<file path="config.mk">
export PLATFORM = sky130hd
export DESIGN_NAME = upa_blend
export DESIGN_NICKNAME = d
export VERILOG_FILES = /design/src/design/upa_pkg.sv /design/src/design/upa_blend.sv
export SDC_FILE = /design/constraint.sdc
export NUM_CORES = 2
export LEC_CHECK = 0
export ABC_AREA = 1
export BUFFER_PORTS_ARGS = -buffer_cell sky130_fd_sc_hd__buf_2
export CAP_MARGIN = 20
export CORE_MARGIN = 4
export CORE_UTILIZATION = 60
export CTS_CLUSTER_SIZE = 24
export DETAILED_ROUTE_END_ITERATION = 12
export GPL_ROUTABILITY_DRIVEN = 0
export PLACE_DENSITY = 0.78
export SYNTH_ARGS = -nofsm -noshare
export SYNTH_HDL_FRONTEND = slang
export SYNTH_SLANG_ARGS = --single-unit
</file>
<file path="constraint.sdc">
create_clock -name clk -period 11.6 [get_ports clk]
set_input_delay 0 -clock clk [delete_from_list [all_inputs] [get_ports clk]]
set_output_delay 0 -clock clk [all_outputs]
set_load 0.1 [all_outputs]
</file>
<file path="src/design/upa_pkg.sv">
package upa_pkg;

  localparam int PIX_W     = 8;
  localparam int DEPTH_W   = 16;
  localparam int FACTOR_W  = 16;
  localparam int RANGE_W   = 32;
  localparam int ATTEN_W   = 16;
  localparam int ARG_W     = 48;
  localparam int ARG_FRAC  = 38;
  localparam int ARG_INT_W = 4;
  localparam int ACC_W     = 25;
  localparam int TAB_W     = 24;
  localparam int TAB_N     = 16;
  localparam int TAB_OFS   = 12;
  localparam int E_W       = 17;
  localparam int CFG_IDX_W = 3;
  localparam int CFG_DAT_W = 16;

  localparam logic [RANGE_W-1:0] RANGE_MIN = 32'd4195;
  localparam logic [ACC_W-1:0]   ONE_Q24   = 25'd16777216;
  localparam logic [E_W-1:0]     E_ONE     = 17'd65536;

  typedef logic [2:0][PIX_W-1:0]   pix3_t;
  typedef logic [2:0][ATTEN_W-1:0] atten3_t;
  typedef logic [2:0][ACC_W-1:0]   acc3_t;

  typedef enum logic [CFG_IDX_W-1:0] {
    CFG_ATTEN_RED   = 3'd0,
    CFG_ATTEN_GREEN = 3'd1,
    CFG_ATTEN_BLUE  = 3'd2,
    CFG_BACK_RED    = 3'd3,
    CFG_BACK_GREEN  = 3'd4,
    CFG_BACK_BLUE   = 3'd5
  } cfg_idx_t;

  // exp(-2^k), Q0.24, k = -12 .. 3
  localparam logic [TAB_N-1:0][TAB_W-1:0] EXP_TAB = {
    24'd5628,     24'd307285,   24'd2270549,  24'd6171993,
    24'd10175896, 24'd13066109, 24'd14805841, 24'd15760736,
    24'd16261035, 24'd16517109, 24'd16646655, 24'd16711808,
    24'd16744480, 24'd16760840, 24'd16769026, 24'd16773120
  };

endpackage

</file>
<file path="src/design/upa_blend.sv">
module upa_blend (
  input  logic            clk,
  input  logic            en,
  input  upa_pkg::acc3_t  acc,
  input  upa_pkg::pix3_t  pix,
  input  upa_pkg::pix3_t  back,
  output upa_pkg::pix3_t  res_r
);
  import upa_pkg::*;

  localparam int SUM_W = E_W + PIX_W + 1;

  logic [2:0][E_W-1:0]   e;
  logic [2:0][E_W-1:0]   e_inv;
  logic [2:0][SUM_W-1:0] sum;
  pix3_t                 res_nxt;

  always_comb begin
    for (int c = 0; c < 3; c++) begin
      e[c]       = acc[c][ACC_W-1 -: E_W];
      e_inv[c]   = E_ONE - e[c];
      sum[c]     = SUM_W'(e[c]) * SUM_W'(pix[c]) + SUM_W'(e_inv[c]) * SUM_W'(back[c]);
      res_nxt[c] = sum[c][16 +: PIX_W];
    end
  end

  always_ff @(posedge clk) begin
    if (en) begin
      res_r <= res_nxt;
    end
  end

endmodule

</file>
Word-level counts from Yosys, hierarchy flattened
Cells that the tools add are included.
Widths: inputs -> output; s select.
- $mul: 6
- add/sub/neg operators: 6
- operator list (kind ; number):
    $mul 17x8->24 ; 6
    $add 24x24->24 ; 3
    $sub 17x17->17 const A ; 3
- register bits after elaboration: 24
- word-level logic and storage cells: 15
- bits of input ports: 125
- output and inout port bits: 24

Depth between registers and ports, before layout
- depth in word-level cells: 3
- mapped depth: 35
- depth with buffers taken out: 33

Worst setup path after synthesis
Ideal clock, no wire load.
- path type: input to register
- start point: input acc[33] (netlist name)
- end point: register res_r[15] (netlist name), data pin
- stages: 32
- arrival: 5534 ps
- setup time: 252 ps
- setup slack: 5814 ps
- cells stage by stage: buf_4 > clkbuf_1 > inv_1 > ha_1 > nand3_2 > nor2_2 > inv_1 > nor2_1 > inv_1 > o21ai_1 > nand2_1 > inv_2 > nand2_1 > fa_1 > inv_1 > fa_1 > fa_1 > fa_1 > fa_1 > inv_1 > fa_1 > inv_1 > ha_1 > nand2_1 > inv_1 > nand3_1 > nor2_1 > nand3_1 > a21oi_1 > nor2_1 > nand3_1 > nand2_1
- RTL lines (item ; RTL line ; RTL):
    start, declared ; upa_blend.sv:4 ; input upa_pkg::acc3_t acc,
    end signal, assigned ; upa_blend.sv:29 ; res_r <= res_nxt;
    end, declared ; upa_blend.sv:7 ; output upa_pkg::pix3_t res_r

==> summary.txt <==
CTS
  – CTS clk-pin slew, worst paths: 0.07 ns
  – Total CTS buffers: 3
  – Clock Root Buffer: clkbuf_16
  – H-tree Lvls: 1
  – Post-CTS Setup Bufs: 0
  – Max clock buf depth: 2
  – CTS tree: built
  – CTS-repair resized insts: 0
  – Post-cts hold buffer count: 0
  – Clock tree sinks: 24

Floorplanning
  – Initial Util: 0.610
  – Die height: 223 um
  – FP Rows: 78
  – Io pins: 149
  – Placeable Area: 0.0456 sq mm
  – Die width: 223 um
  – Die area: 0.0498 sq mm

Worst setup path
  – Worst stage delay on the critical path: 0.56 ns
  – Worst setup SP type: input pin
  – Crit path capture type: flop
  – Worst-path fanout max: 18
  – Worst Path Required: 11.62 ns
  – CP Class: input pin to flop
  – Slowest CP cell: fa_1
  – Crit path DAT: 6.27 ns

Timing
  – Final hold slack: 0.269 ns
  – Relative slew margins: 0.610
  – Slew Limit Fails: 0
  – Hold Fails Final Rpt: 0
  – Final setup TNS: 0 ns
  – Fmax: 0.160 GHz
  – RSZ-0062 raised after global routing: no
  – Least-Margin Pin Slew: 0.585 ns
  – Final setup vio count: 0
  – Final Cycle Share: 0.538
  – Final min period: 6.24 ns

Synth
  – Ys Warns: 0
  – Post-synthesis cell count: 3693
  – Synth top area share: 0.471
  – Sequential area share after synthesis: 0.0259
  – #FFs+latches synth: 24
  – Synth cell count leaders: inv_1 (1096), nand2_1 (941), fa_1 (654), nor2_1 (280), ha_1 (201)
  – Synth top area cells: fa_1 (47%), inv_1 (15%), nand2_1 (13%)
  – Avg Cell Area, Syn: 7.53 sq um
  – Post-synth EDFFs: 24
  – Cell Area, Synth: 0.0278 sq mm
  – Dominant synthesized flop cell: edfxtp_1
  – Asr flop ratio synth: 0
  – Synth Net Count: 4673
  – Yosys top cell by area: fa_1
  – Yosys cell types: 47
  – Most frequent cell after synthesis: inv_1

Cells and area
  – Nets: 4670
  – Layout area overhead: 3.27%
  – Fillers: 4065
  – Biggest register: res_r
  – Final Non-Filler Cells: 4290
  – Top flop regs: res_r (24)
  – Max reg flops: 24
  – Share of cells above drive strength 1: 0.0474

Global routing
  – Vias in the first global route: 24100
  – Gr ovfl total: 0
  – Initial antenna violation count: 1
  – GRT Total Usage: 0.278
  – First-pass GRT wire length: 114 mm
  – Pin count of the biggest net entering global routing: 25

Drt
  – DRC: 0
  – Number of routed nets with antenna violations: 0
  – Pre-antenna DRT Iters: 5
  – Drt wl/cell: 15.4 um
  – Via count: 22800
  – Via density: 5.31
  – Detailed Route Iter0 Violations: 1589
  – WL final: 66.2 mm

Placement
  – Placed Cells: 4285
  – Buffers on Ports: 124
  – DP HPWL: 57.3 mm

Worst hold path
  – Hold path start: en
  – Hold EP: res_r[15]
  – Hold WC Path Type: input pin to flop
  – Hold depth: 1

Flow run
  – Max-cap violations: 0

Outcome
  – Outcome: finished clean
[cell families after synthesis]
group / synth area share
adders and majority gates: 0.562
buffers and inverters: 0.170
DFF: 0.0259
and+or+nand+nor: 0.209
AOI/OAI and AO/OA: 0.0287
xor gates and xnor gates: 0.00437
[worst max-delay path by stage]
stage                     startpoint         to  slack [ns]  depth (start not counted)
after floorplan              acc[33]  res_r[15]        5.81                         32
after global placement       acc[58]  res_r[23]        5.24                         29
after detailed placement      acc[8]   res_r[7]        5.12                         29
after CTS                     acc[8]   res_r[7]        5.39                         29
after global routing         acc[33]  res_r[15]        4.89                         31
final                        acc[33]  res_r[15]        5.36                         31
[worst max-delay path: cells and delay by family]
kind	cells	cell delay [ns]
compound gates	2	0.29
simple gates	13	1.59
fa+ha+maj	8	3.59
buf+inv	8	0.81
[cells in the final DEF, fill, tap and decap left out, types with 4 or more instances in the layout]
| cell type | count |
|---|---|
| a21o_1 | 15 |
| nand2_1 | 941 |
| o21ai_0 | 40 |
| nor3_1 | 17 |
| nor4_1 | 4 |
| ha_1 | 201 |
| xnor2_1 | 6 |
| inv_2 | 8 |
| nand2_2 | 9 |
| nand3_2 | 4 |
| fa_1 | 654 |
| xor2_1 | 6 |
| buf_2 | 124 |
| inv_1 | 1096 |
| nand4_1 | 32 |
| o21bai_1 | 7 |
| o21a_1 | 4 |
| nor2_1 | 280 |
| edfxtp_1 | 24 |
| nand3_1 | 108 |
| or2_2 | 4 |
| a21oi_1 | 60 |
| nor2_2 | 4 |
[metal layers]
layer,track usage,part of all wire
met5,0,0
met4,0.0869,0.038
met3,0.0393,0.083
met2,0.482,0.50
met1,0.366,0.38
[stage by stage]
stage / setup slack (ns) / cell area, sq um / utilization
global route: 4.89 / 28700 / 0.630
finish: 5.36 / 28700 / 0.630
detailed placement: 5.12 / 28600 / 0.627
global placement: 5.24 / 28600 / 0.627
floorplan: 5.81 / 27800 / -
CTS: 5.39 / 28700 / 0.630
[cell type report]
type | count | area, sq um | area share
Multi-Input combinational cell | 2432 | 22300 | 0.779
Inverter | 1105 | 4150 | 0.145
Timing Repair Buffer | 124 | 621 | 0.0216
Clock inverter | 1 | 30.0 | 0.00105
Sequential cell | 24 | 721 | 0.0251
Clock buffer | 3 | 75.1 | 0.00262
Antenna cell | 1 | 2.50 | 0.0000872
Tap cell | 600 | 751 | 0.0262
Power is left out: the tool's default activity adds up to more than one toggle a clock period on the data nets, which glitch-free logic cannot reach.
