==> src/design/upa_pkg.sv <==
package upa_pkg;

  localparam int PIX_W     = 8;
  localparam int DEPTH_W   = 16;
  localparam int FACTOR_W  = 16;
  localparam int RANGE_W   = 32;
  localparam int ATTEN_W   = 16;
  localparam int ARG_W     = 48;
  localparam int ARG_FRAC  = 38;
  localparam int ARG_INT_W = 4;
  localparam int ACC_W     = 25;
  localparam int TAB_W     = 24;
  localparam int TAB_N     = 16;
  localparam int TAB_OFS   = 12;
  localparam int E_W       = 17;
  localparam int CFG_IDX_W = 3;
  localparam int CFG_DAT_W = 16;

  localparam logic [RANGE_W-1:0] RANGE_MIN = 32'd4195;
  localparam logic [ACC_W-1:0]   ONE_Q24   = 25'd16777216;
  localparam logic [E_W-1:0]     E_ONE     = 17'd65536;

  typedef logic [2:0][PIX_W-1:0]   pix3_t;
  typedef logic [2:0][ATTEN_W-1:0] atten3_t;
  typedef logic [2:0][ACC_W-1:0]   acc3_t;

  typedef enum logic [CFG_IDX_W-1:0] {
    CFG_ATTEN_RED   = 3'd0,
    CFG_ATTEN_GREEN = 3'd1,
    CFG_ATTEN_BLUE  = 3'd2,
    CFG_BACK_RED    = 3'd3,
    CFG_BACK_GREEN  = 3'd4,
    CFG_BACK_BLUE   = 3'd5
  } cfg_idx_t;

  // exp(-2^k), Q0.24, k = -12 .. 3
  localparam logic [TAB_N-1:0][TAB_W-1:0] EXP_TAB = {
    24'd5628,     24'd307285,   24'd2270549,  24'd6171993,
    24'd10175896, 24'd13066109, 24'd14805841, 24'd15760736,
    24'd16261035, 24'd16517109, 24'd16646655, 24'd16711808,
    24'd16744480, 24'd16760840, 24'd16769026, 24'd16773120
  };

endpackage

==> src/design/upa_arg.sv <==
module upa_arg #(
  parameter int EXP_TABLE_BITS = 8
) (
  input  logic                                clk,
  input  logic                                en,
  input  logic [upa_pkg::RANGE_W-1:0]         range_in,
  input  upa_pkg::pix3_t                      pix,
  input  logic                                short_in,
  input  upa_pkg::atten3_t                    atten,
  output upa_pkg::acc3_t                      acc_r,
  output logic [2:0][EXP_TABLE_BITS+3:0]      xq_r,
  output upa_pkg::pix3_t                      pix_r
);
  import upa_pkg::*;

  localparam int XQ_W = EXP_TABLE_BITS + ARG_INT_W;

  logic [2:0][ARG_W-1:0] arg;
  acc3_t                 acc_nxt;
  logic [2:0][XQ_W-1:0]  xq_nxt;

  always_comb begin
    for (int c = 0; c < 3; c++) begin
      arg[c]     = ARG_W'(range_in) * ARG_W'(atten[c]);
      xq_nxt[c]  = arg[c][ARG_FRAC+ARG_INT_W-1 -: XQ_W];
      // short range or argument >= 16: transmittance is zero
      acc_nxt[c] = (short_in || (arg[c][ARG_W-1:ARG_FRAC+ARG_INT_W] != '0)) ? '0 : ONE_Q24;
    end
  end

  always_ff @(posedge clk) begin
    if (en) begin
      acc_r <= acc_nxt;
      xq_r  <= xq_nxt;
      pix_r <= pix;
    end
  end

endmodule

==> config.mk <==
export PLATFORM = sky130hd
export DESIGN_NAME = upa_arg
export DESIGN_NICKNAME = d
export VERILOG_FILES = /design/src/design/upa_pkg.sv /design/src/design/upa_arg.sv
export SDC_FILE = /design/constraint.sdc
export NUM_CORES = 2
export LEC_CHECK = 0
export ABC_AREA = 1
export ABC_CLOCK_PERIOD_IN_PS = 11750
export BUFFER_PORTS_ARGS = -buffer_cell sky130_fd_sc_hd__buf_2
export CAP_MARGIN = 5
export CORE_AREA = 2 2 463 465
export CTS_CLUSTER_SIZE = 8
export DETAILED_ROUTE_END_ITERATION = 6
export DIE_AREA = 0 0 465 467
export PLACE_DENSITY = 0.42
export SLEW_MARGIN = 10
export SYNTH_ARGS = -nofsm -noshare
export SYNTH_HDL_FRONTEND = slang
export SYNTH_SLANG_ARGS = --single-unit
==> constraint.sdc <==
create_clock -name clk -period 11.75 [get_ports clk]
set_input_delay 0.5875 -clock clk [delete_from_list [all_inputs] [get_ports clk]]
set_output_delay 0.5875 -clock clk [all_outputs]
set_load 0.02 [all_outputs]
# Yosys cells after proc, flatten, opt, wreduce, memory -nomap -nowiden
# Index checks and enable logic that the tools add are counted.
# Widths: inputs -> output; s select.
[op_classes]
n_mul = 3
muxes = 3
reduce_logical = 6
[op_table]
columns = ["op", "count"]
rows = [
  ["$mul 32x16->48", 3],
  ["$mux 25", 3],
  ["$reduce_bool 6->1", 3],
  ["$logic_or 1x1->1", 3],
]
[totals]
register_bits = 135
input_bits = 107
output_inout_bits = 135
word_cells = 21

# Depth between registers and ports, before layout
[logic_depth]
ltp_word = 4
mapped_depth = 32
mapped_depth_nobuf = 30

# Worst setup path before layout
# OpenSTA, ideal clock, no wires.
[synth_path]
path_type = "input to register"
from = "in range_in[29] in the netlist's numbering"
to = "reg acc_r[24] in the netlist's numbering (data pin)"
setup_time_ns = 0.251
t_arrival_ns = 5.725
slack_ns = 5.773
path_stages = 28
cell_sequence = "clkbuf_1 -> buf_1 -> nand2_1 -> fa_1 -> inv_1 -> fa_1 -> inv_1 -> fa_1 -> inv_1 -> fa_1 -> fa_1 -> inv_1 -> fa_1 -> inv_1 -> ha_1 -> nand2_2 -> nor2_1 -> inv_1 -> nor2_1 -> nand2_1 -> nor4_2 -> nand2_1 -> nand2_1 -> nand2_1 -> nand2_1 -> inv_1 -> nand3_1 -> nor2_1"
[synth_lines]
columns = ["element", "line", "source"]
rows = [
  ["start: declaration", "upa_arg.sv:6", "input logic [upa_pkg::RANGE_W-1:0] range_in,"],
  ["end signal: assignment", "upa_arg.sv:33", "acc_r <= acc_nxt;"],
  ["end: declaration", "upa_arg.sv:10", "output upa_pkg::acc3_t acc_r,"],
]

==> results.md <==
- Met1 Wirelength: 77500 um
- Post-layout util: 0.267
- HP Class: primary input to flop
- Most common cell in the netlist: inv_1
- Synth area leaders: fa_1 (47%), inv_1 (16%), nand2_1 (15%)
- Avg Cell Area, Syn: approximately 7.5 um2
- Overflow after GRT: 0
- Final Hold Vio Count: 0
- YS warnings: 0
- Critical path required time: 12020 ps
- Multi-input logic area: 41300 um2
- Final Critical Period: roughly 6900 ps
- WL met3: 4920 um
- F_max: 144 MHz
- Setup_tns: 0 ps
- Crit Path Class: primary input to flop
- Flop and latch count out of synthesis: 63
- Wire length per cell: 17.2 um
- Largest net degree at the start of global routing: 49
- Sequential area share after synthesis: 0.0358
- CTS tree: built
- Violated checks: design-rule violations
- Asr flop ratio synth: 0
- Critical path launch point type: primary input
- First-pass GRT wire length: 270000 um
- Initial Util: 0.250
- Period utilisation layout: 0.590
- Die Span X: 465 um
- Area growth, synth to finish: 6.99%
- Nets: 8710
- Max clock buf depth: 2
- CTS resizes: 0
- Synth area leader: fa_1
- Slew at the pin closest to its max-slew limit: 1080 ps
- I/O pin cnt: 242
- CP Max Fanout: 30
- Worst setup EP type: flop
- RSZ-0062 raised after global routing: no
- Met2 WL: 84000 um
- Die H: 467 um
- Seq. cell area: 1890 um2
- FILL cells: between 20000 and 25000
- Final setup viols: 0
- Final wirelength: 169000 um
- GP Congestion: 0.875
- CTS root buffer: clkbuf_16
- Drt via density: 4.20
- Core area: between 200000 and 250000 um2
- CTS Buf Count: 9
- Post-synth top area share: 0.474
- Number of flops mapped to enable cells by yosys: 63
- Reg clk slew, reported paths: about 90 ps
- Slew margin rel.: 0.280
- Clock Sinks: 63
- Drc violations: 3
- Max_cap viols: 0
- Ys flop type: edfxtp_1
- Mapped Cells: between 7000 and 8000
- Share of cells above drive strength 1: 0.0350
- Routed Antenna Nets: 0
- H-Tree Depth: 3
- Global Route Usage Sum: 0.161
- Initial antenna violation count: 3
- Vias in the first global route: ~46000
- Vias: 41300
- Critical Path AT: 7200 ps
- Initial DRC Count: 2010
- Hold buffers post-CTS: 0
- Die ar.: 217000 um2
- Post-DP HPWL: 132000 um
- Unique masters post-synth: 40
- Max-slew violation count: 0
- Post-CTS Setup Inserts: 0
- Run status: complete, but fails checks
- Row count: 169
- Router iterations before antenna repair: 7
- Synth top cells by count: inv_1 (2200), nand2_1 (2141), fa_1 (1251)
- Top sig layer: met4
- # port buffers: 169
- Mapped Area: 52900 um2
layer usage:
layer  vias up  track usage
met4         0       0.0281
met2       716        0.285
li1      19400            -
met1     21100        0.216
met5         -            0
met3        96       0.0106
registers in the layout, indices dropped and copies added, names as in the netlist:
register and count:
pix_r 24, acc_r 3, xq_r 36
worst paths after layout:
check	startpoint	end	slack (ps)	cells after the start
hold / removal	pix[13]	pix_r[13]$_DFFE_PP_	310	1
setup / recovery	range_in[17]	acc_r[24]$_DFFE_PP_	4820	25
cells by family (layout without fill, tap and decap cells):
kind of cell,count (synthesis),after routing,share of synthesized area
xor gates and xnor gates,41,41,0.00679
and+or+nand+nor,2525,2525,0.185
AOI/OAI and AO/OA,265,265,0.0273
adders and majority gates,1602,1602,0.557
DFF,63,63,0.0358
other,1,74,0.0000709
buffers and inverters,2576,2438,0.188
worst max-delay path, stage by stage:
cell and delay [ps]:
buf_2 560, buf_4 560, nand2_1 150, fa_1 550, inv_1 50, fa_1 470, inv_1 50, fa_1 500
inv_1 50, fa_1 530, fa_1 510, inv_1 50, fa_1 470, inv_1 50, ha_1 300, nand2_1 100
nor2_1 210, nand2_1 120, nor3_1 510, nand3_1 230, nand4_1 140, nand2_1 70, nor2_1 100, nand3_1 80
nor2_1 140
through the flow:
stage | setup slack (ps) | instances | cell area (um2) | hold WS (ps)
after detailed placement | 4380 | 9811 | 56200 | 766
final | 4820 | 9829 | 56600 | 311
after floorplan | 5770 | 7144 | 53100 | 686
after CTS | 4850 | 9827 | 56600 | 262
after global routing | 4530 | 9828 | 56600 | 298
after global placement | 4300 | 9811 | 56200 | 764
placed cells by master, fill, tap and decap left out, types with 3 or more instances in the layout:
cell,netlist,final
a21o_1,10,10
a21oi_1,159,159
a31oi_1,4,4
and2_1,3,3
buf_2,0,168
buf_4,74,54
bufinv_16,0,3
clkbuf_16,0,9
conb_1,1,72
edfxtp_1,63,63
fa_1,1251,1251
ha_1,351,351
inv_1,2200,2200
nand2_1,2141,2141
nand2_2,3,3
nand3_1,94,94
nand3b_1,3,3
nand4_1,20,20
nor2_1,209,209
nor3_1,35,35
nor4_1,10,10
o21a_1,4,4
o21ai_0,57,57
o21bai_1,21,21
xnor2_1,11,11
xor2_1,30,30
final cells by class:
cell class              instances  share of cell area
well taps                    2821              0.0624
inverters                    2200               0.146
diodes                          2           0.0000885
clock inverters                 6             0.00192
clock buffers                  10             0.00405
multi-input cells            4505               0.730
repair buffers                222              0.0220
flip-flops and latches         63              0.0334
Power is left out: the tool's default activity adds up to more than one toggle a clock period on the data nets, which glitch-free logic cannot reach.
