--- src/design/upa_pkg.sv ---
package upa_pkg;

  localparam int PIX_W     = 8;
  localparam int DEPTH_W   = 16;
  localparam int FACTOR_W  = 16;
  localparam int RANGE_W   = 32;
  localparam int ATTEN_W   = 16;
  localparam int ARG_W     = 48;
  localparam int ARG_FRAC  = 38;
  localparam int ARG_INT_W = 4;
  localparam int ACC_W     = 25;
  localparam int TAB_W     = 24;
  localparam int TAB_N     = 16;
  localparam int TAB_OFS   = 12;
  localparam int E_W       = 17;
  localparam int CFG_IDX_W = 3;
  localparam int CFG_DAT_W = 16;

  localparam logic [RANGE_W-1:0] RANGE_MIN = 32'd4195;
  localparam logic [ACC_W-1:0]   ONE_Q24   = 25'd16777216;
  localparam logic [E_W-1:0]     E_ONE     = 17'd65536;

  typedef logic [2:0][PIX_W-1:0]   pix3_t;
  typedef logic [2:0][ATTEN_W-1:0] atten3_t;
  typedef logic [2:0][ACC_W-1:0]   acc3_t;

  typedef enum logic [CFG_IDX_W-1:0] {
    CFG_ATTEN_RED   = 3'd0,
    CFG_ATTEN_GREEN = 3'd1,
    CFG_ATTEN_BLUE  = 3'd2,
    CFG_BACK_RED    = 3'd3,
    CFG_BACK_GREEN  = 3'd4,
    CFG_BACK_BLUE   = 3'd5
  } cfg_idx_t;

  // exp(-2^k), Q0.24, k = -12 .. 3
  localparam logic [TAB_N-1:0][TAB_W-1:0] EXP_TAB = {
    24'd5628,     24'd307285,   24'd2270549,  24'd6171993,
    24'd10175896, 24'd13066109, 24'd14805841, 24'd15760736,
    24'd16261035, 24'd16517109, 24'd16646655, 24'd16711808,
    24'd16744480, 24'd16760840, 24'd16769026, 24'd16773120
  };

endpackage

--- src/design/upa_range.sv ---
module upa_range (
  input  logic                          clk,
  input  logic                          en,
  input  logic [upa_pkg::DEPTH_W-1:0]   depth,
  input  logic [upa_pkg::FACTOR_W-1:0]  factor,
  input  upa_pkg::pix3_t                pix,
  output logic [upa_pkg::RANGE_W-1:0]   range_r,
  output upa_pkg::pix3_t                pix_r,
  output logic                          short_r
);
  import upa_pkg::*;

  logic [RANGE_W-1:0] range_nxt;

  assign range_nxt = RANGE_W'(depth) * RANGE_W'(factor);

  always_ff @(posedge clk) begin
    if (en) begin
      range_r <= range_nxt;
      pix_r   <= pix;
      short_r <= (range_nxt < RANGE_MIN);
    end
  end

endmodule

--- config.mk ---
export PLATFORM = sky130hd
export DESIGN_NAME = upa_range
export DESIGN_NICKNAME = d
export VERILOG_FILES = /design/src/design/upa_pkg.sv /design/src/design/upa_range.sv
export SDC_FILE = /design/constraint.sdc
export NUM_CORES = 1
export LEC_CHECK = 0
export BUFFER_PORTS_ARGS = -buffer_cell sky130_fd_sc_hd__buf_4
export CAP_MARGIN = 20
export CORE_ASPECT_RATIO = 1.75
export CORE_UTILIZATION = 35
export CTS_CLUSTER_SIZE = 10
export DETAILED_ROUTE_END_ITERATION = 12
export SKIP_CTS_REPAIR_TIMING = 1
export SYNTH_ARGS = -nofsm -noshare
export SYNTH_HDL_FRONTEND = slang
export SYNTH_SLANG_ARGS = --single-unit
--- constraint.sdc ---
create_clock -name clk -period 6.88 [get_ports clk]
set_clock_uncertainty 0.1 [all_clocks]
set_input_delay 1.376 -clock clk [delete_from_list [all_inputs] [get_ports clk]]
set_output_delay 1.376 -clock clk [all_outputs]
set_load 0.01 [all_outputs]
* Word level (Yosys, flattened, before mapping)
Cells that the tools add are included.
** Storage, ports and cells
- Bits of input ports :: 58
- Output and inout bits :: 57
- Logic and storage cells :: 7
- Flip-flop bits (word level) :: 57
** Operators by class
- Multipliers :: 1
- $lt $le $gt $ge :: 1
** Operator list (number)
- 32-bit by 13-bit < comparator with 1-bit output, second input constant :: 1
- 16-bit by 16-bit multiplier with 32-bit output :: 1

* Longest topological paths before layout
- Depth after elaboration :: 2
- Depth in mapped cells :: 24
- Gate-level depth less buffers :: 22

* Least setup slack after synthesis
OpenSTA, ideal clock, no wires.
- Path type :: input port to flip-flop
- Start :: input depth[7] (netlist bit)
- End :: register short_r, data pin
- Buffers on the path :: 2
- Arrival time :: 7084 ps
- Slack :: -439 ps
- Setup time :: 134 ps
- Cell stages on the path :: 23
- Required time :: 6646 ps
- Cell sequence :: clkbuf_1 nand2_1 fa_1 inv_1 fa_1 inv_1 fa_1 inv_1 fa_1 fa_1 inv_1 fa_1 inv_1 ha_1 clkbuf_1 a21o_1 a31o_2 or4_1 a222oi_1 o211ai_1 nor4b_2 nand4bb_1 and4bb_1
** Between the ends
- Word-level cells in the longest chain between the ends :: 2
** Ends and longest elaborated chain
- start: declaration :: line upa_range.sv:4 : input logic [upa_pkg::DEPTH_W-1:0] depth,
- 16-bit by 16-bit multiplier with 32-bit output :: line upa_range.sv:15 : assign range_nxt = RANGE_W'(depth) * RANGE_W'(factor);
- 32-bit by 13-bit < comparator with 1-bit output :: line upa_range.sv:21 : short_r <= (range_nxt < RANGE_MIN);
- end signal: assignment :: line upa_range.sv:21
- end: declaration :: line upa_range.sv:9 : output logic short_r
No other way between the ends.
A chain may end at the register's enable or synchronous reset.

* Final worst setup path
- Start :: input depth[8] (netlist bit)
- End :: register short_r, data pin
The elaborated chain is that of the path after synthesis.

==> impl_results.md <==
* Final Max Slew Viols at 0
* Final core area utilization at a little under half
* Final antenna-violating net count at 0
* Global-route wire length before repair at approximately 43000 um
* Synth Flop Type: edfxtp_1
* Die width at 132 um
* Library cell contributing the largest single delay on the critical path: fa_1
* Maximum clock rate at 0.143 GHz
* Final HPWL DP at around 24000 um
* Class of the most critical hold timing path: in2reg
* GR Overflow Total at 0
* Clk pin slew, worst setup/hold paths at 0.06 ns
* Footprint of the multi-input gates at around 0.008 mm^2
* CP Launch Type: input pin
* Cell Count Post-Placement at 1655
* Area of the die at between 0.03 and 0.04 mm^2
* Routed WL at 27500 um
* Share of the cycle needed by the critical path after routing at 102%
* Drt pass-1 iters at 4
* Area added between synthesis and finish at 30.2%
* Root buffer selected by CTS: clkbuf_16
* Worst EP required at 6.97 ns
* Cell Chain, Critical Path: buf_4 -> and2_4 -> fa_1 -> inv_1 -> fa_1 -> fa_1 -> inv_1 -> fa_1 -> fa_1 -> inv_1 -> fa_1 -> inv_1 -> ha_4 -> a21oi_4 -> o21ai_2 -> nor2b_2 -> or4_4 -> a222oi_1 -> o211ai_1 -> nor4b_2 -> nand4bb_1 -> and4bb_1
* Routed len/inst at 16.3 um
* Top-level I/O count at 115
* Number of antenna cells inserted at 0
* Count of routing violations after the opening detailed-route iteration at ~270
* Via count of the first global-routing pass at 8798
* Initial antenna violation count at 0
* H-tree levels at 3
* Signal arrival time at the worst endpoint at approximately 7.1 ns
* Critical Path End: short_r$_DFFE_PP_
* Count of final hold-check violations at 0
* Total via count after detailed routing at ~8000
* Headroom to the max-slew limit at between 50% and 60%
* Violated checks: setup timing
* Launch point of the critical path: depth[8]
* Outcome: finished with violations
* Worst Setup End Kind: flop
* Total of buffers placed on input and output ports at 114
* Synth Warn # at 0
* Number of buffers between clock root and the deepest sink at 2
* Area fraction of the dominant cell type after synthesis at 37.4%
* Synth Area per Inst at between 9 and 10 um^2
* Fraction of registers with async set or reset after synthesis at 0%
* Max-cap violation count at 0
* Final Hold Slack at 1.13 ns
* All-layer global routing usage at 18.4%
* Placeable core region at 0.0293 mm^2
* Non-filler cells in the finished layout at 1683
* Mapped Cells at 1055
* Core Rows at 83
* Area taken by flip-flops and latches at 0.00171 mm^2
* Endpoints failing setup at 1
* Count of flip-flops with a built-in enable after synthesis at 57
* Fillers at 2829
* Maximum number of pins on one net before global-route repair at 58
* Maximum fanout along the worst path at 8
* Starting density of the core at 35.5%
* Num Clock Sinks at 57
* Inserted Clock Buffers at 9
* Fin worst setup slack at -0.130 ns
* Per-cell via count in the routed design at 4.80
* Ratio of cells with drive above 1 in the final layout at 26.7%
* Final Critical Period at 7.01 ns
* Seq cells post-synth at 57
* Height of the die at 230 um
* Transition at the pin with the smallest max-transition slack at 0.727 ns
* Final net count at 1652
* Area of the mapped netlist at 0.0104 mm^2
* Cell accounting for the most synthesized area: fa_1
* Setup repair after global routing missed its margin: yes
* Part of the Yosys area used for sequential elements at about 16%
* Syn_nets at 1411
* Routability congestion estimate from global placement at 0.864
* Leading cell types by total area after synthesis: fa_1 37%, edfxtp_1 16%, ha_1 13%
* WS Path Type: in2reg
* Worst stage delay on the critical path at 0.54 ns
* CTS tree: built
* Post-synth cell types at 57
* Most used cell, CP: fa_1
* Total DRC errors in the routed layout at 0
metrics by stage:
stage,TNS (ns),cell area [um^2],worst slack [ns]
floorplan,-0.268,10400,-0.268
global placement,-3.63,12700,-0.639
detailed placement,-4.07,12700,-0.683
CTS,-0.729,13000,-0.352
global route,-0.505,13500,-0.375
finish,-0.130,13500,-0.130
area by class of cell:
class | instances | area share, %
multi-input cells | 734 | 59.2
inverters | 228 | 6.32
repair buffers | 266 | 15.9
well taps | 382 | 3.53
clock buffers | 9 | 1.66
flip-flops and latches | 57 | 12.6
clock inverters | 7 | 0.749
routing by layer:
metal / wire, um / part of all wire (%) / vias up / global-route usage [%]
li1: - / - / 3728 / -
met1: 8510 / 31 / 4163 / 17.0
met2: 17300 / 63 / 132 / 39.6
met3: 633 / 2.3 / 56 / 1.92
met4: 1050 / 3.8 / 0 / 6.54
met5: 0 / 0 / - / 0
worst max-delay path: cells and delay by family:
family          cells  cell delay (ns)
fa+ha+maj           7             3.23
simple gates        6             1.50
compound gates      4             0.62
buf+inv             5             0.38
cell families after synthesis:
family,count (synthesis),synth area share [%]
adder cells (fa/ha/maj),298,49.9
buffers and inverters,264,9.55
AO/OA/AOI/OAI,91,6.24
flip-flops,57,16.5
AND/OR/NAND/NOR,323,16.0
XOR/XNOR,22,1.85
registers in the layout, indices dropped and copies added, names as in the netlist:
signal   flops
pix_r       24
range_r     32
short_r      1
cells in the final DEF, fill, tap and decap left out, types with 7 or more instances in the layout:
cell       netlist  final
a21oi_1         22     14
and2_1         138    127
and2_4           0     11
buf_4            0    240
buf_6            0     19
clkbuf_16        0     10
edfxtp_1        57     57
fa_1           194    190
ha_1           104     95
ha_4             0      9
inv_1          228    221
inv_2            0      7
nand2_1        142    141
nor2_1          13     13
o21a_1           7      7
o21ai_0         10      7
xnor2_1         17     17
synthesized netlist by cell type (4+ instances only):
master / instances
xor2_1: 5
o21bai_1: 5
a21oi_1: 22
xnor2_1: 17
o21ai_0: 10
and2_1: 138
and3_1: 4
fa_1: 194
a21o_1: 6
a31oi_1: 6
o21ai_1: 5
clkbuf_1: 35
o21a_1: 7
nand2_1: 142
ha_1: 104
edfxtp_1: 57
nand4_1: 5
nor2_1: 13
inv_1: 228
worst min-delay path by stage:
stage	start	to	slack, ns	depth (start not counted)
detailed placement	pix[21]	pix_r[21]$_DFFE_PP_	1.46	1
CTS	pix[11]	pix_r[11]$_DFFE_PP_	1.12	1
global route	pix[5]	pix_r[5]$_DFFE_PP_	1.11	1
floorplan	pix[0]	pix_r[0]$_DFFE_PP_	1.37	0
global placement	pix[15]	pix_r[15]$_DFFE_PP_	1.45	1
finish	pix[2]	pix_r[2]$_DFFE_PP_	1.13	1
Power is not shown: default switching activity piles up to over one toggle a cycle in this logic, so the estimate is an artifact.
