--- config.mk ---
export PLATFORM = sky130hd
export DESIGN_NAME = upa_exp_step
export DESIGN_NICKNAME = d
export VERILOG_FILES = /design/src/design/upa_pkg.sv /design/src/design/upa_exp_step.sv
export SDC_FILE = /design/constraint.sdc
export NUM_CORES = 1
export LEC_CHECK = 0
export BUFFER_PORTS_ARGS = -buffer_cell sky130_fd_sc_hd__buf_2
export CORE_ASPECT_RATIO = 0.9
export CORE_MARGIN = 1
export CORE_UTILIZATION = 55
export DETAILED_ROUTE_END_ITERATION = 7
export PLACE_DENSITY_LB_ADDON = 0.05
export SYNTH_ARGS = -nofsm -noshare
export SYNTH_HDL_FRONTEND = slang
export SYNTH_SLANG_ARGS = --single-unit
--- constraint.sdc ---
create_clock -name clk -period 8.4 [get_ports clk]
set_input_delay 1.26 -clock clk [delete_from_list [all_inputs] [get_ports clk]]
set_output_delay 1.26 -clock clk [all_outputs]
set_load 0.01 [all_outputs]
--- src/design/upa_pkg.sv ---
package upa_pkg;

  localparam int PIX_W     = 8;
  localparam int DEPTH_W   = 16;
  localparam int FACTOR_W  = 16;
  localparam int RANGE_W   = 32;
  localparam int ATTEN_W   = 16;
  localparam int ARG_W     = 48;
  localparam int ARG_FRAC  = 38;
  localparam int ARG_INT_W = 4;
  localparam int ACC_W     = 25;
  localparam int TAB_W     = 24;
  localparam int TAB_N     = 16;
  localparam int TAB_OFS   = 12;
  localparam int E_W       = 17;
  localparam int CFG_IDX_W = 3;
  localparam int CFG_DAT_W = 16;

  localparam logic [RANGE_W-1:0] RANGE_MIN = 32'd4195;
  localparam logic [ACC_W-1:0]   ONE_Q24   = 25'd16777216;
  localparam logic [E_W-1:0]     E_ONE     = 17'd65536;

  typedef logic [2:0][PIX_W-1:0]   pix3_t;
  typedef logic [2:0][ATTEN_W-1:0] atten3_t;
  typedef logic [2:0][ACC_W-1:0]   acc3_t;

  typedef enum logic [CFG_IDX_W-1:0] {
    CFG_ATTEN_RED   = 3'd0,
    CFG_ATTEN_GREEN = 3'd1,
    CFG_ATTEN_BLUE  = 3'd2,
    CFG_BACK_RED    = 3'd3,
    CFG_BACK_GREEN  = 3'd4,
    CFG_BACK_BLUE   = 3'd5
  } cfg_idx_t;

  // exp(-2^k), Q0.24, k = -12 .. 3
  localparam logic [TAB_N-1:0][TAB_W-1:0] EXP_TAB = {
    24'd5628,     24'd307285,   24'd2270549,  24'd6171993,
    24'd10175896, 24'd13066109, 24'd14805841, 24'd15760736,
    24'd16261035, 24'd16517109, 24'd16646655, 24'd16711808,
    24'd16744480, 24'd16760840, 24'd16769026, 24'd16773120
  };

endpackage

--- src/design/upa_exp_step.sv ---
module upa_exp_step #(
  parameter int EXP_TABLE_BITS = 8,
  parameter int BIT_POS        = 0
) (
  input  logic                            clk,
  input  logic                            en,
  input  upa_pkg::acc3_t                  acc,
  input  logic [2:0][EXP_TABLE_BITS+3:0]  xq,
  input  upa_pkg::pix3_t                  pix,
  output upa_pkg::acc3_t                  acc_r,
  output logic [2:0][EXP_TABLE_BITS+3:0]  xq_r,
  output upa_pkg::pix3_t                  pix_r
);
  import upa_pkg::*;

  localparam int TAB_IDX = BIT_POS + TAB_OFS - EXP_TABLE_BITS;
  localparam logic [TAB_W-1:0] FACTOR = EXP_TAB[TAB_IDX];
  localparam int PROD_W = ACC_W + TAB_W;

  logic [2:0][PROD_W-1:0] prod;
  acc3_t                  acc_nxt;

  always_comb begin
    for (int c = 0; c < 3; c++) begin
      prod[c]    = PROD_W'(acc[c]) * PROD_W'(FACTOR);
      acc_nxt[c] = xq[c][BIT_POS] ? prod[c][TAB_W +: ACC_W] : acc[c];
    end
  end

  always_ff @(posedge clk) begin
    if (en) begin
      acc_r <= acc_nxt;
      xq_r  <= xq;
      pix_r <= pix;
    end
  end

endmodule

* Word-level counts from Yosys, hierarchy flattened *
Cells that the tools add are included.

storage, ports and cells
  bits of input ports = 137
  bits in registers = 135
  output and inout bits = 135

operators by class
  multipliers = 3
  mux-type cells = 3

operators by type and width
  kind                      count
  $mul A25 B17 Y42 const B  3
  $mux W25                  3

* Depth between registers and ports, before layout *
Gate-level depths: netlist of run 1.

  depth after elaboration = 2
  gate-level depth with buffers = 20

* Worst setup path before layout of run 1 *
Ideal clock, no wire load.

  kind = input port to flip-flop
  start = input port acc[29] (netlist name)
  end = register acc_r[49] (netlist name), data pin
  data arrival time = 6.294 ns
  slack = 1.841 ns
  library setup time = 0.265 ns
  data required time = 8.135 ns
  stages on the path = 18
  path through = inv_1 -> fa_1 -> fa_1 -> inv_1 -> fa_1 -> fa_1 -> fa_1 -> ha_1 -> ha_1 -> a21o_1 -> a211oi_2 -> a2bb2oi_2 -> o31ai_2 -> o41ai_4 -> o31ai_4 -> a221oi_2 -> nor3_1 -> or3_1

RTL lines
  item                  RTL line            source
  from (decl)           upa_exp_step.sv:7   input upa_pkg::acc3_t acc,
  to (signal assigned)  upa_exp_step.sv:32  acc_r <= acc_nxt;
  to (decl)             upa_exp_step.sv:10  output upa_pkg::acc3_t acc_r,

==> flow_metrics.tcl, run 1 <==
set metrics [dict create \
    hpwl_mm 40.7 \
    setup-violations-final 0 \
    cts.sinks 135 \
    pin_count 272 \
    startpoint_type "input port" \
    syn_area_sq_mm 0.0215 \
    drv_cap 0 \
    hold_viol_final 0 \
    htree_levels 4 \
    postLayoutCellArea_sq_mm 0.0240 \
    cp.required_ns 8.61 \
    synthFlopType "edfxtp_1" \
    place.gp.congestion 0.899 \
    via_per_inst 5.21 \
    die_h_um 189 \
    drc 0 \
    initial_utilization 0.559 \
    first_pass_iters 5 \
    synth_most_common_cell "inv_1" \
    ys_warn_count 0 \
    stdcell_count 2694 \
    maxSlewViolCount 0 \
    synth_area_leader_cell "fa_1" \
    fin_crit_sh 0.799 \
    endpoint "acc_r[49]" \
    synth_area_per_cell_sq_um 11.4 \
    grt_pass1_wl_mm 78.8 \
    arrival_ns 6.92 \
    crit_chain "buf_2, inv_1, fa_1, fa_1, inv_1, fa_1, fa_1, fa_1, ha_1, ha_1, a21o_1, a211oi_2, a2bb2oi_2, o31ai_2, o41ai_4, o31ai_4, a221oi_2, nor3_1, or3_1" \
    path_delay_family "adder cells" \
    wl_mm 47.3 \
    syn_inst 1879 \
    synth-seq-cells 135 \
    worst_pin_slew_ns 0.946 \
    io_buffer_count 271 \
    ys_types 68 \
    critical_path_cell_count 19 \
    fin_worst_hold_slack_ns 0.961 \
    startpoint "acc[30]" \
    placedInstanceArea_sq_mm 0.0235 \
    grt_max_degree 70 \
    grt_setup_unrepaired "no" \
    track_usage 0.259 \
    worst-path-max-fanout 5 \
    cpMaxStageDelayCell "fa_1" \
    setup_tns_ns 0 \
    dp.cells 2662 \
    cts_tree "built" \
    cts_buffer_depth 2 \
    crit_top_cell "fa_1" \
    fin_crit_ns 6.71 \
    syn_nets 2763 \
    grt-ovfl-total 0 \
    drt_iter0_markers 592 \
    post_drt_wl_per_cell_um 17.6 \
    synth_commonest_cells "inv_1, fa_1, ha_1" \
    critPathBufInv 3 \
    holdBufCountCts 0 \
    crit_path_max_incr_delay_ns 0.57 \
    yosys.area.top_type_share 0.355 \
    async_flop_share 0 \
    status "complete, no violations" \
    crit_type "input port to flop" \
    dieArea_sq_mm 0.0399 \
    cts-buffers-inserted 17 \
    yosysSeqAreaShare 0.189 \
    root_buffer "clkbuf_16" \
    maxSlewHeadroom 0.370 \
    area_delta_synth_final_pct 11.8 \
    die_w_um 210 \
    hp-class "input port to flop" \
    first_global_vias 15100 \
    cp-end-kind "flop" \
    synth_edf_count 135 \
    antenna_left 0 \
    cts_resized 0 \
    cts_setup_buffers 0 \
    rows 68 \
    fmax_mhz 149 \
    ys_top_cells_by_area "fa_1, ha_1, edfxtp_1" \
    fin_nets 3040 \
    antenna_found_initial 1 \
    core_sq_mm 0.0385 \
    vias 14000 \
    clk_pin_slew_ns 0.07 \
    drive_above_1_share 0.160 \
]
[cells by family (layout without fill, tap and decap cells)]
group / Yosys count / count (layout) / synth area share
AOI/OAI and AO/OA: 208 / 208 / 0.0676
muxes: 37 / 37 / 0.0186
xor gates and xnor gates: 68 / 68 / 0.0277
adders and majority gates: 747 / 747 / 0.568
and+or+nand+nor: 171 / 171 / 0.0395
buffers and inverters: 513 / 802 / 0.0896
DFF: 135 / 135 / 0.189
other: 0 / 1 / 0
[registers in the layout, indices dropped and copies added (netlist names)]
register and cells:
acc_r 75, xq_r 36, pix_r 24
[final cells by class]
| class | instances | area (sq um) |
|---|---|---|
| fillers | 3172 | 14400 |
| diodes | 1 | 2.50 |
| inverters | 499 | 1870 |
| multi-input cells | 1231 | 15500 |
| repair buffers | 272 | 1370 |
| clock inverters | 14 | 139 |
| well taps | 525 | 657 |
| flip-flops and latches | 135 | 4050 |
| clock buffers | 17 | 425 |
[metrics by stage]
stage / utilization / setup slack, ns
final: 0.625 / 1.69
after global routing: 0.625 / 1.38
after CTS: 0.625 / 1.72
after detailed placement: 0.610 / 1.25
after global placement: 0.610 / 1.36
after floorplan: - / 1.84
[how the worst min path moves through the flow]
stage / depth (start not counted) / start / endpoint / slack [ns]
floorplan: 0 / pix[0] / pix_r[0] / 1.36
global placement: 1 / xq[13] / xq_r[13] / 1.44
detailed placement: 1 / pix[10] / pix_r[10] / 1.44
CTS: 1 / pix[20] / pix_r[20] / 0.93
global route: 1 / xq[13] / xq_r[13] / 0.94
finish: 1 / xq[2] / xq_r[2] / 0.96
[layer usage]
metal	vias up	share of wire	GRT usage	wire length [um]
met5	-	0.00027	0	13
met4	2	0.018	0.0724	871
met3	44	0.053	0.0516	2520
met2	326	0.46	0.408	22000
met1	7034	0.46	0.365	21900
li1	6640	-	-	-
[layout by cell type (no fill, tap or decap), types with 23 or more instances in the layout]
cell      Yosys  final
a21o_1       30     30
a21oi_1      54     54
buf_2         0    270
edfxtp_1    135    135
fa_1        381    381
ha_1        366    366
inv_1       498    498
mux2_2       23     23
nand2_1      67     67
o21ai_0      48     48
xnor2_1      45     45
xor2_1       23     23
Power of run 1 is not shown: default switching activity piles up to over one toggle a cycle in this logic, so the estimate is an artifact.
==> inputs of run 2 (changes only) <==
clock period = 6.14 ns   (was 8.4 ns; I/O delays follow)
==> flow_metrics.tcl, run 2 (synthesis gave the netlist of run 1 again) <==
set metrics [dict create \
    wl_mm 51.7 \
    via_per_inst 5.12 \
    crit_top_cell "fa_2" \
    hpwl_mm 44.2 \
    drt_iter0_markers 609 \
    antenna_found_initial 3 \
    track_usage 0.281 \
    regArea_sq_mm 0.00405 \
    holdBufCountCts 0 \
    cts-buffers-inserted 17 \
    pin_count 272 \
    maxSlewViolCount 0 \
    die_h_um 189 \
    drive_above_1_share 0.286 \
    first_pass_iters 4 \
    placedInstanceArea_sq_mm 0.0257 \
    startpoint_type "input port" \
    root_buffer "clkbuf_16" \
    crit_chain "buf_4, fa_2, inv_1, fa_1, inv_2, fa_2, fa_2, fa_1, ha_2, ha_4, a21o_1, a211oi_2, a2bb2oi_2, o31ai_4, o41ai_4, buf_4, o31ai_4, a221oi_2, nor3_1, or3_1" \
    rows 68 \
    hp-class "input port to flop" \
    worst_pin_slew_ns 0.938 \
    fin_crit_ns 6.08 \
    fill_cells 2980 \
    cp-end-kind "flop" \
    area_delta_synth_final_pct 24.0 \
    fmax_mhz 165 \
    place.gp.congestion 0.898 \
    cts_tree "built" \
    hold_viol_final 0 \
    first_global_vias 16500 \
    cts_buffer_depth 2 \
    clk_pin_slew_ns 0.08 \
    multiInputGateArea_sq_mm 0.0158 \
    arrival_ns 6.28 \
    post-place-ws_ns -0.506 \
    setup-violations-final 0 \
    worst-path-max-fanout 5 \
    regMostFlops "acc_r" \
    vias 15300 \
    dp.cells 2947 \
    crit_path_max_incr_delay_ns 0.58 \
    initial_utilization 0.559 \
    largest_reg_flops 75 \
    layout_commonest_cell "inv_1" \
    cpMaxStageDelayCell "fa_2" \
    mostFrequentLayoutCells "inv_1, fa_1, ha_1, buf_4, buf_2" \
    io_buffer_count 271 \
    post_drt_wl_per_cell_um 17.3 \
    htree_levels 4 \
    maxSlewHeadroom 0.375 \
    core_sq_mm 0.0385 \
    grt-ovfl-total 0 \
    dieArea_sq_mm 0.0399 \
    antenna_left 0 \
    cp.required_ns 6.34 \
    fin_ws_ns 0.0629 \
    stdcell_count 2984 \
    die_w_um 210 \
    fin_nets 3329 \
    cts.sinks 135 \
    grt_max_degree 88 \
    crit_type "input port to flop" \
    reg_top3 "acc_r x75, xq_r x36, pix_r x24" \
    postLayoutCellArea_sq_mm 0.0266 \
    grt_pass1_wl_mm 85.2 \
    drv_cap 0 \
    grt_setup_unrepaired "yes" \
    fin_crit_sh 0.990 \
    status "complete, no violations" \
    drc 0 \
]
-- run 2: worst paths after layout --
check | from | endpoint | cells past startpoint
worst min-delay path | xq[32] | xq_r[32] | 1
worst max-delay path | acc[33] | acc_r[49] | 20
-- run 2: metrics by stage --
| step | setup TNS (ns) | util | hold WS [ns] |
|---|---|---|---|
| 3_5_place_dp | -9.84 | 0.669 | 1.10 |
| 4_1_cts | 0 | 0.685 | 0.582 |
| 6_report | 0 | 0.693 | 0.613 |
| 2_1_floorplan | -0.0270 | - | 1.02 |
| 5_1_grt | -0.305 | 0.693 | 0.588 |
| 3_3_place_gp | -7.21 | 0.669 | 1.10 |
-- run 2: critical path, delay by kind of cell --
family                   cells  cell delay (ns)
buffers and inverters        4             0.44
AO/OA/AOI/OAI                7             1.42
AND/OR/NAND/NOR              2             0.44
adder cells (fa/ha/maj)      7             3.04
-- run 2: repair_timing --
item | CTS | global route
setup endpoints to repair | 1 | 17
buffers inserted | 0 | 4
pin swaps | 0 | 22
resized for setup | 1 | 63
-- run 2: area by class of cell --
| type | count | share of cell area |
|---|---|---|
| clock inverters | 15 | 0.00747 |
| clock buffers | 17 | 0.0160 |
| repair buffers | 561 | 0.134 |
| well taps | 525 | 0.0247 |
| flip-flops and latches | 135 | 0.152 |
| diodes | 1 | 0.0000940 |
| inverters | 499 | 0.0709 |
| multi-input cells | 1231 | 0.595 |
-- run 2: routing by layer --
layer | up-vias | track usage | share of wire
met5 | - | 0 | 0.00056
met3 | 42 | 0.0513 | 0.051
li1 | 7223 | - | -
met4 | 4 | 0.0542 | 0.013
met1 | 7670 | 0.397 | 0.46
met2 | 333 | 0.457 | 0.47
Power of run 2 is left out for the same reason.
